--- config.mk ---
export PLATFORM = sky130hd
export DESIGN_NAME = sqrr_ctrl
export DESIGN_NICKNAME = d
export VERILOG_FILES = /design/src/design/assert_macros.svh /design/src/design/sqrr_pkg.sv /design/src/design/sqrr_ctrl.sv
export SDC_FILE = /design/constraint.sdc
export NUM_CORES = 1
export LEC_CHECK = 0
export BUFFER_PORTS_ARGS = -buffer_cell sky130_fd_sc_hd__buf_2
export CORE_AREA = 2 2 39 41
export DETAILED_ROUTE_END_ITERATION = 7
export DIE_AREA = 0 0 41 43
export HOLD_SLACK_MARGIN = 0.06
export PLACE_DENSITY = 0.64
export SLEW_MARGIN = 5
export SYNTH_ARGS = -nofsm -noshare
export SYNTH_HDL_FRONTEND = slang
export SYNTH_SLANG_ARGS = --single-unit
--- constraint.sdc ---
create_clock -name i_clk -period 3.7 [get_ports i_clk]
set_clock_uncertainty 0.2 [all_clocks]
set_input_delay 0.37 -clock i_clk [delete_from_list [all_inputs] [get_ports i_clk]]
set_output_delay 0.37 -clock i_clk [all_outputs]
set_load 0.01 [all_outputs]
--- src/design/assert_macros.svh ---
// Assertion helper macros for the square region rotator.
// No dependencies; included by files that carry concurrent checks.
`ifndef ASSERT_MACROS_SVH
`define ASSERT_MACROS_SVH

// same-cycle implication, disabled while reset is low
`define SQRR_ASSERT_NOW(lbl, clk, rstn, ante, cons) \
    lbl: assert property (@(posedge clk) disable iff (!(rstn)) (ante) |-> (cons)) \
        else $error("sqrr check failed");

// next-cycle implication, disabled while reset is low
`define SQRR_ASSERT_NEXT(lbl, clk, rstn, ante, cons) \
    lbl: assert property (@(posedge clk) disable iff (!(rstn)) (ante) |=> (cons)) \
        else $error("sqrr check failed");

`endif

--- src/design/sqrr_pkg.sv ---
// Shared types and constants for the square region rotator.
// No dependencies; used by the controller, the datapath and the top level.
package sqrr_pkg;

    localparam int ROW_W  = 6;
    localparam int SIZE_W = 7;
    localparam int WORD_W = 32;

    localparam logic [SIZE_W-1:0] GRID_RESET = 7'd64;

    typedef enum logic [1:0] {
        ACT_WRITE  = 2'd0,
        ACT_ROTATE = 2'd1,
        ACT_READ   = 2'd2
    } t_action;

    localparam logic CFG_ROWS = 1'b0;
    localparam logic CFG_COLS = 1'b1;

    typedef enum logic [3:0] {
        S_CLEAR,
        S_IDLE,
        S_DECODE,
        S_RDWAIT,
        S_COPY,
        S_GAP,
        S_BACK,
        S_FLUSH,
        S_RESP
    } t_state;

    typedef struct packed {
        logic latch;
        logic clr_step;
        logic wr_cell;
        logic rd_cell;
        logic rot_start;
        logic copy_step;
        logic back_step;
        logic load_out;
    } t_cmd;

    typedef struct packed {
        logic       clr_last;
        logic [1:0] action;
        logic       cell_ok;
        logic       rot_ok;
        logic       last;
    } t_stat;

endpackage

--- src/design/sqrr_ctrl.sv ---
// Controller state machine: sequences clear, cell access and the two rotate passes.
// Depends on sqrr_pkg; drives the datapath through t_cmd, reads t_stat.
module sqrr_ctrl
    import sqrr_pkg::*;
(
    input  logic  i_clk,
    input  logic  i_rst_n,
    input  logic  i_in_valid,
    output logic  o_in_ready,
    output logic  o_out_valid,
    input  logic  i_out_ready,
    input  t_stat i_stat,
    output t_cmd  o_cmd
);

    t_state r_state, n_state;
    logic   r_out_valid, n_out_valid;
    t_cmd   cmd;
    logic   ready;

    always_ff @(posedge i_clk) begin
        if (!i_rst_n) begin
            r_state     <= S_CLEAR;
            r_out_valid <= 1'b0;
        end else begin
            r_state     <= n_state;
            r_out_valid <= n_out_valid;
        end
    end

    always_comb begin
        n_state = r_state;
        cmd     = '0;
        ready   = 1'b0;
        case (r_state)
            S_CLEAR: begin
                cmd.clr_step = 1'b1;
                if (i_stat.clr_last) n_state = S_IDLE;
            end
            S_IDLE: begin
                ready = 1'b1;
                if (i_in_valid) begin
                    cmd.latch = 1'b1;
                    n_state   = S_DECODE;
                end
            end
            S_DECODE: begin
                n_state = S_RESP;
                case (i_stat.action)
                    ACT_WRITE: begin
                        if (i_stat.cell_ok) cmd.wr_cell = 1'b1;
                    end
                    ACT_READ: begin
                        if (i_stat.cell_ok) begin
                            cmd.rd_cell = 1'b1;
                            n_state     = S_RDWAIT;
                        end
                    end
                    ACT_ROTATE: begin
                        if (i_stat.rot_ok) begin
                            cmd.rot_start = 1'b1;
                            n_state       = S_COPY;
                        end
                    end
                    default: ;
                endcase
            end
            S_RDWAIT: n_state = S_RESP;
            S_COPY: begin
                cmd.copy_step = 1'b1;
                if (i_stat.last) n_state = S_GAP;
            end
            S_GAP: begin
                // last scratch write lands here, before any scratch read
                cmd.rot_start = 1'b1;
                n_state       = S_BACK;
            end
            S_BACK: begin
                cmd.back_step = 1'b1;
                if (i_stat.last) n_state = S_FLUSH;
            end
            S_FLUSH: n_state = S_RESP;
            S_RESP: begin
                if (!r_out_valid || i_out_ready) begin
                    cmd.load_out = 1'b1;
                    n_state      = S_IDLE;
                end
            end
            default: n_state = S_IDLE;
        endcase
    end

    always_comb begin
        n_out_valid = r_out_valid;
        if (r_out_valid && i_out_ready) n_out_valid = 1'b0;
        if (cmd.load_out) n_out_valid = 1'b1;
    end

    assign o_cmd       = cmd;
    assign o_in_ready  = ready;
    assign o_out_valid = r_out_valid;

endmodule

==> results.ini, run 1 <==
[critical_path]
max_stage_delay_ns=0.58
critPathTopFamily=flip-flops
slowest_stage=dfxtp_1
crit_chain=nor2b_1 -> nand4b_1 -> a21oi_1 -> buf_2
cp_num_buf_inv=1
start_kind=register
cp.required_ns=3.13
crit_path_end_kind=primary output
worstPathMaxFanout=13
crit_type=register to primary output
worstPathArrival_ns=1.54

[clock_tree]
clkTransAtPathRegs_ns=0.05
ctsRootBufferMaster=clkbuf_4
cts-buffers-inserted=3
clock-sinks=5
cts_tree=built
clock_latency_ns=0.25
htreeDepth=1
cts_buffer_depth=2
hold_buffers=0
post_cts_resized=0
cts_setup_buffers=0

[die]
die_height_um=43
die_w_um=41
core_area_sq_um=1380
die_area_sq_um=1760
initial_core_util=0.343
rows=14
pin_count=20

[timing]
fin_crit_ns=2.11
setup_violations=0
hold_violations=0
max_freq_mhz=474
finalMaxSlewViolations=0
timing.slew.headroom=0.726
period_share=0.570
rsz0062_at_grt=false
hold-worst-slack_ns=0.171
tns_ns=0
tightest_slew_ns=0.400

[synth]
postSynthCellCount=56
synth_flop_cell=dfxtp_1
avgSynthCellArea_sq_um=8.47
syn-num-nets=69
synth_edf_count=0
synth_common_cells=6 x inv_1, 5 x dfxtp_1, 5 x nor2_1
synthArstFlopShare=0
syn_area_sq_um=474
synth.top_cells.by_area=dfxtp_1 21%, ha_1 7.9%, nor4b_4 5.0%, inv_1 4.7%, nor2_1 4.0%
ys_warn_count=0
ys_seq_elements=5
seq_area_frac_synth=0.211
synth_top_cell_by_area=dfxtp_1
synth_top_area_frac=0.211
synth_cell_types=30
synth_most_common_cell=inv_1

[hold_path]
hold_path_class=primary input to register

[detailed_routing]
dr_total_vias=472
drc=0
viasPerCell=5.24
first_pass_iters=4
wire_per_inst_um=12.1
postRouteAntennaNets=0
wl_um=1090
drt_iter0_drc=10

[finish]
diodes=0
drive_gt1_frac=0.338
final_nets=88
area_delta_synth_final_pct=22.2
fin_cells=90

[placed_design]
portBuffers=19
gp_congestion=0.762
dp_cells=86
dp_hpwl_um=825

[grt]
grt_pass1_wl_um=1740
grt_overflow=0
antenna_found_initial=0
track_usage=0.151
grt_max_degree=14
grt_pass1_vias=420

[power_and_ir_drop]
p_leak_uw=0.000273
total_power_uw=166
powerDensity_nw_per_um2=287
ir_drop_mv=0.140

[run]
drv_cap=0

[outcome]
status=finished, final reports clean

cells by family (layout without fill, tap and decap cells):
kind of cell,after synthesis,after routing,share of synthesized area
fa+ha+maj,3,3,0.0792
simple gates,24,24,0.367
compound gates,13,13,0.219
buf+inv,11,29,0.124
flops,5,5,0.211
through the flow:
| stage | util | cell area [sq um] | worst slack (ns) |
|---|---|---|---|
| 6_report | 0.419 | 579 | 1.59 |
| 5_1_grt | 0.419 | 579 | 1.43 |
| 4_1_cts | 0.419 | 579 | 1.58 |
| 3_5_place_dp | 0.400 | 553 | 1.83 |
| 3_3_place_gp | 0.400 | 553 | 1.84 |
| 2_1_floorplan | - | 474 | 2.03 |
layout make-up:
| type | count | area (sq um) |
|---|---|---|
| Fill cell | 138 | 805 |
| Multi-Input combinational cell | 40 | 315 |
| Inverter | 6 | 22.5 |
| Tap cell | 16 | 20.0 |
| Sequential cell | 5 | 100 |
| Timing Repair Buffer | 19 | 95.1 |
| Clock buffer | 4 | 26.3 |
metal layers:
layer  up-vias  track usage  part of all wire
li1        242            -                 -
met1       212        0.184              0.44
met2        16        0.206              0.49
met3         2       0.0471             0.061
met4         0        0.120             0.017
met5         -            0                 0
final timing paths:
kind         slack (ns)         from  depth (start not counted)          end
max                1.59   r_state[1]                          4     o_cmd[3]
min                0.17   i_in_valid                          3   r_state[1]
max reg2reg        2.09   r_state[0]                          3   r_state[0]
min reg2reg        0.44  o_out_valid                          3  o_out_valid
cell usage in the layout (no fill, tap or decap), drive strengths merged:
| cell | instances |
|---|---|
| a21oi | 1 |
| nor2b | 3 |
| or4 | 1 |
| nand4b | 1 |
| a311o | 1 |
| inv | 6 |
| a41oi | 1 |
| buf | 19 |
| nand3b | 1 |
| nand3 | 2 |
| nor4bb | 1 |
| a2111oi | 1 |
| o221ai | 1 |
| nand2b | 2 |
| a31oi | 2 |
| or3b | 1 |
| ha | 3 |
| a221oi | 2 |
| and2 | 1 |
| a32oi | 1 |
| and3 | 2 |
| nor4b | 1 |
| a21o | 1 |
| and4 | 2 |
| o21ai | 2 |
| dfxtp | 5 |
| or2b | 1 |
| nor2 | 5 |
| clkbuf | 4 |
tightest hold or removal path, stage by stage:
cell and delay [ns]:
buf_2 0.10, o21ai_1 0.06, o21ai_1 0.05
power by group:
part,total [uW],switching [uW],internal (uW)
Clock,65.3,24.4,40.9
Sequential,63.4,7.04,56.3
Combinational,37.5,18.6,18.9
Total,166,50.0,116
registers in the layout, indices dropped and copies added, names as in the netlist:
register,cells
r_state,4
o_out_valid,1
Note: power is estimated with default switching activity, not from simulation.
==> run 2, diff against run 1 <==
Settings changed: PLACE_DENSITY 0.64 to 0.67.
Clock period 3.7 ns to 1.9 ns, I/O delays scaled along.
==> run 2 against run 1 <==
Against the previous run:
- sequential share of layout area fell by 0.71 points
- combinational power rose by 120%
- global-route usage increased by 0.67 points
- non-clock buffer count up 4
- final area is 8.2% higher
- critical endpoint is now r_state[1]
- largest power group unchanged
==> results.ini, run 2 (synthesized netlist as in run 1, its figures left out) <==
[timing]
finalMaxSlewViolations=0
period_share=0.982
hold_violations=0
rsz0062_at_grt=true
fin_crit_ns=1.87
tightest_slew_ns=0.326
setup_violations=0
hold-worst-slack_ns=0.0792
timing.slew.headroom=0.777
max_freq_mhz=536

[detailed_routing]
first_pass_iters=4
viasPerCell=5.37
drc=0
wire_per_inst_um=12.5
drt_iter0_drc=7
wl_um=1170
dr_total_vias=505
postRouteAntennaNets=0

[grt]
grt_overflow=0
grt_max_degree=13
track_usage=0.157
grt_pass1_vias=437
antenna_found_initial=0
grt_pass1_wl_um=1850

[run]
drv_cap=0

[die]
rows=14
initial_core_util=0.343
pin_count=20
die_area_sq_um=1760
core_area_sq_um=1380
die_height_um=43
die_w_um=41

[clock_tree]
ctsRootBufferMaster=clkbuf_4
cts_setup_buffers=0
cts_buffer_depth=2
clkTransAtPathRegs_ns=0.05
cts-buffers-inserted=3
clock-sinks=5
htreeDepth=1
cts_tree=built
clock_latency_ns=0.26

[placed_design]
gp_congestion=0.766
dp_cells=87
portBuffers=19
dp_hpwl_um=821

[finish]
final_cell_mix=19 x buf_2, 6 x inv_1, 5 x nor2_1
top_register=r_state
fin_cells=94
layout_commonest_cell=buf_2
area_delta_synth_final_pct=32.2
drive_gt1_frac=0.385
fillers=128
diodes=0
multi_input_area_sq_um=322
largest_register_ffs=4
final_nets=92
regArea_sq_um=104

[power_and_ir_drop]
ir_drop_mv=0.160
p_leak_uw=0.000295
powerDensity_nw_per_um2=543

[hold_path]
hold_path_class=primary input to register

[critical_path]
worstPathMaxFanout=4
start_kind=primary input
crit_type=primary input to register
cp.required_ns=1.89
crit_path_end_kind=register
worstPathArrival_ns=1.86

[outcome]
status=finished, final reports clean

-- run 2: changes by cell type in the layout (fill, tap and decap cells not counted) --
cell,delta
dlygate4sd3_1,+3
dfxtp_1,-3
nor4bb_1,-1
nor4bb_2,+1
buf_4,+1
dfxtp_2,+3
-- run 2: worst max-delay path, cell delays in order --
cell and delay, ns:
dlygate4sd3_1 0.52, buf_2 0.14, nor4bb_2 0.26, o21ai_1 0.09, o21ai_1 0.08, dlygate4sd3_1 0.57
-- run 2: worst paths after layout --
| kind | startpoint | end | slack [ns] | cells after the start |
|---|---|---|---|---|
| worst max-delay path | i_rst_n | r_state[1] | 0.03 | 6 |
| worst min-delay path | i_out_ready | o_out_valid | 0.08 | 4 |
| worst max register to register | r_state[1] | r_state[1] | 0.11 | 5 |
| worst min register to register | r_state[0] | r_state[2] | 0.45 | 1 |
-- run 2: final cells by class --
cell class	count	share of cell area
Clock buffer	4	0.0419
Inverter	6	0.0359
Multi-Input combinational cell	40	0.513
Sequential cell	5	0.166
Tap cell	16	0.0319
Timing Repair Buffer	23	0.212
-- run 2: where the power goes --
group          switching, uW  total, uW  internal, uW
registers               13.6        124           110
clock network           54.8        135          80.1
logic                   38.7       81.5          42.9
total                    107        341           233
-- run 2: repair_timing --
action	4_1_cts	5_1_grt
hold endpoints to repair	5	0
hold buffers	3	0
setup endpoints to repair	0	6
gates resized for setup	0	4
-- run 2: routing by layer --
metal	global-route usage	wire, um
met1	0.202	510
met2	0.228	568
met3	0.0157	71
met4	0.120	21
met5	0	0
-- run 2: per-stage QoR --
stage               utilization  total power [uW]  TNS (ns)  instance area [sq um]  worst slack [ns]
floorplan                     -               172         0                    474             0.396
CTS                       0.446               342         0                    617            0.0417
finish                    0.453               341         0                    627            0.0345
global route              0.453               363   -0.0713                    627           -0.0713
global placement          0.405               199         0                    561             0.264
detailed placement        0.405               200         0                    561             0.228
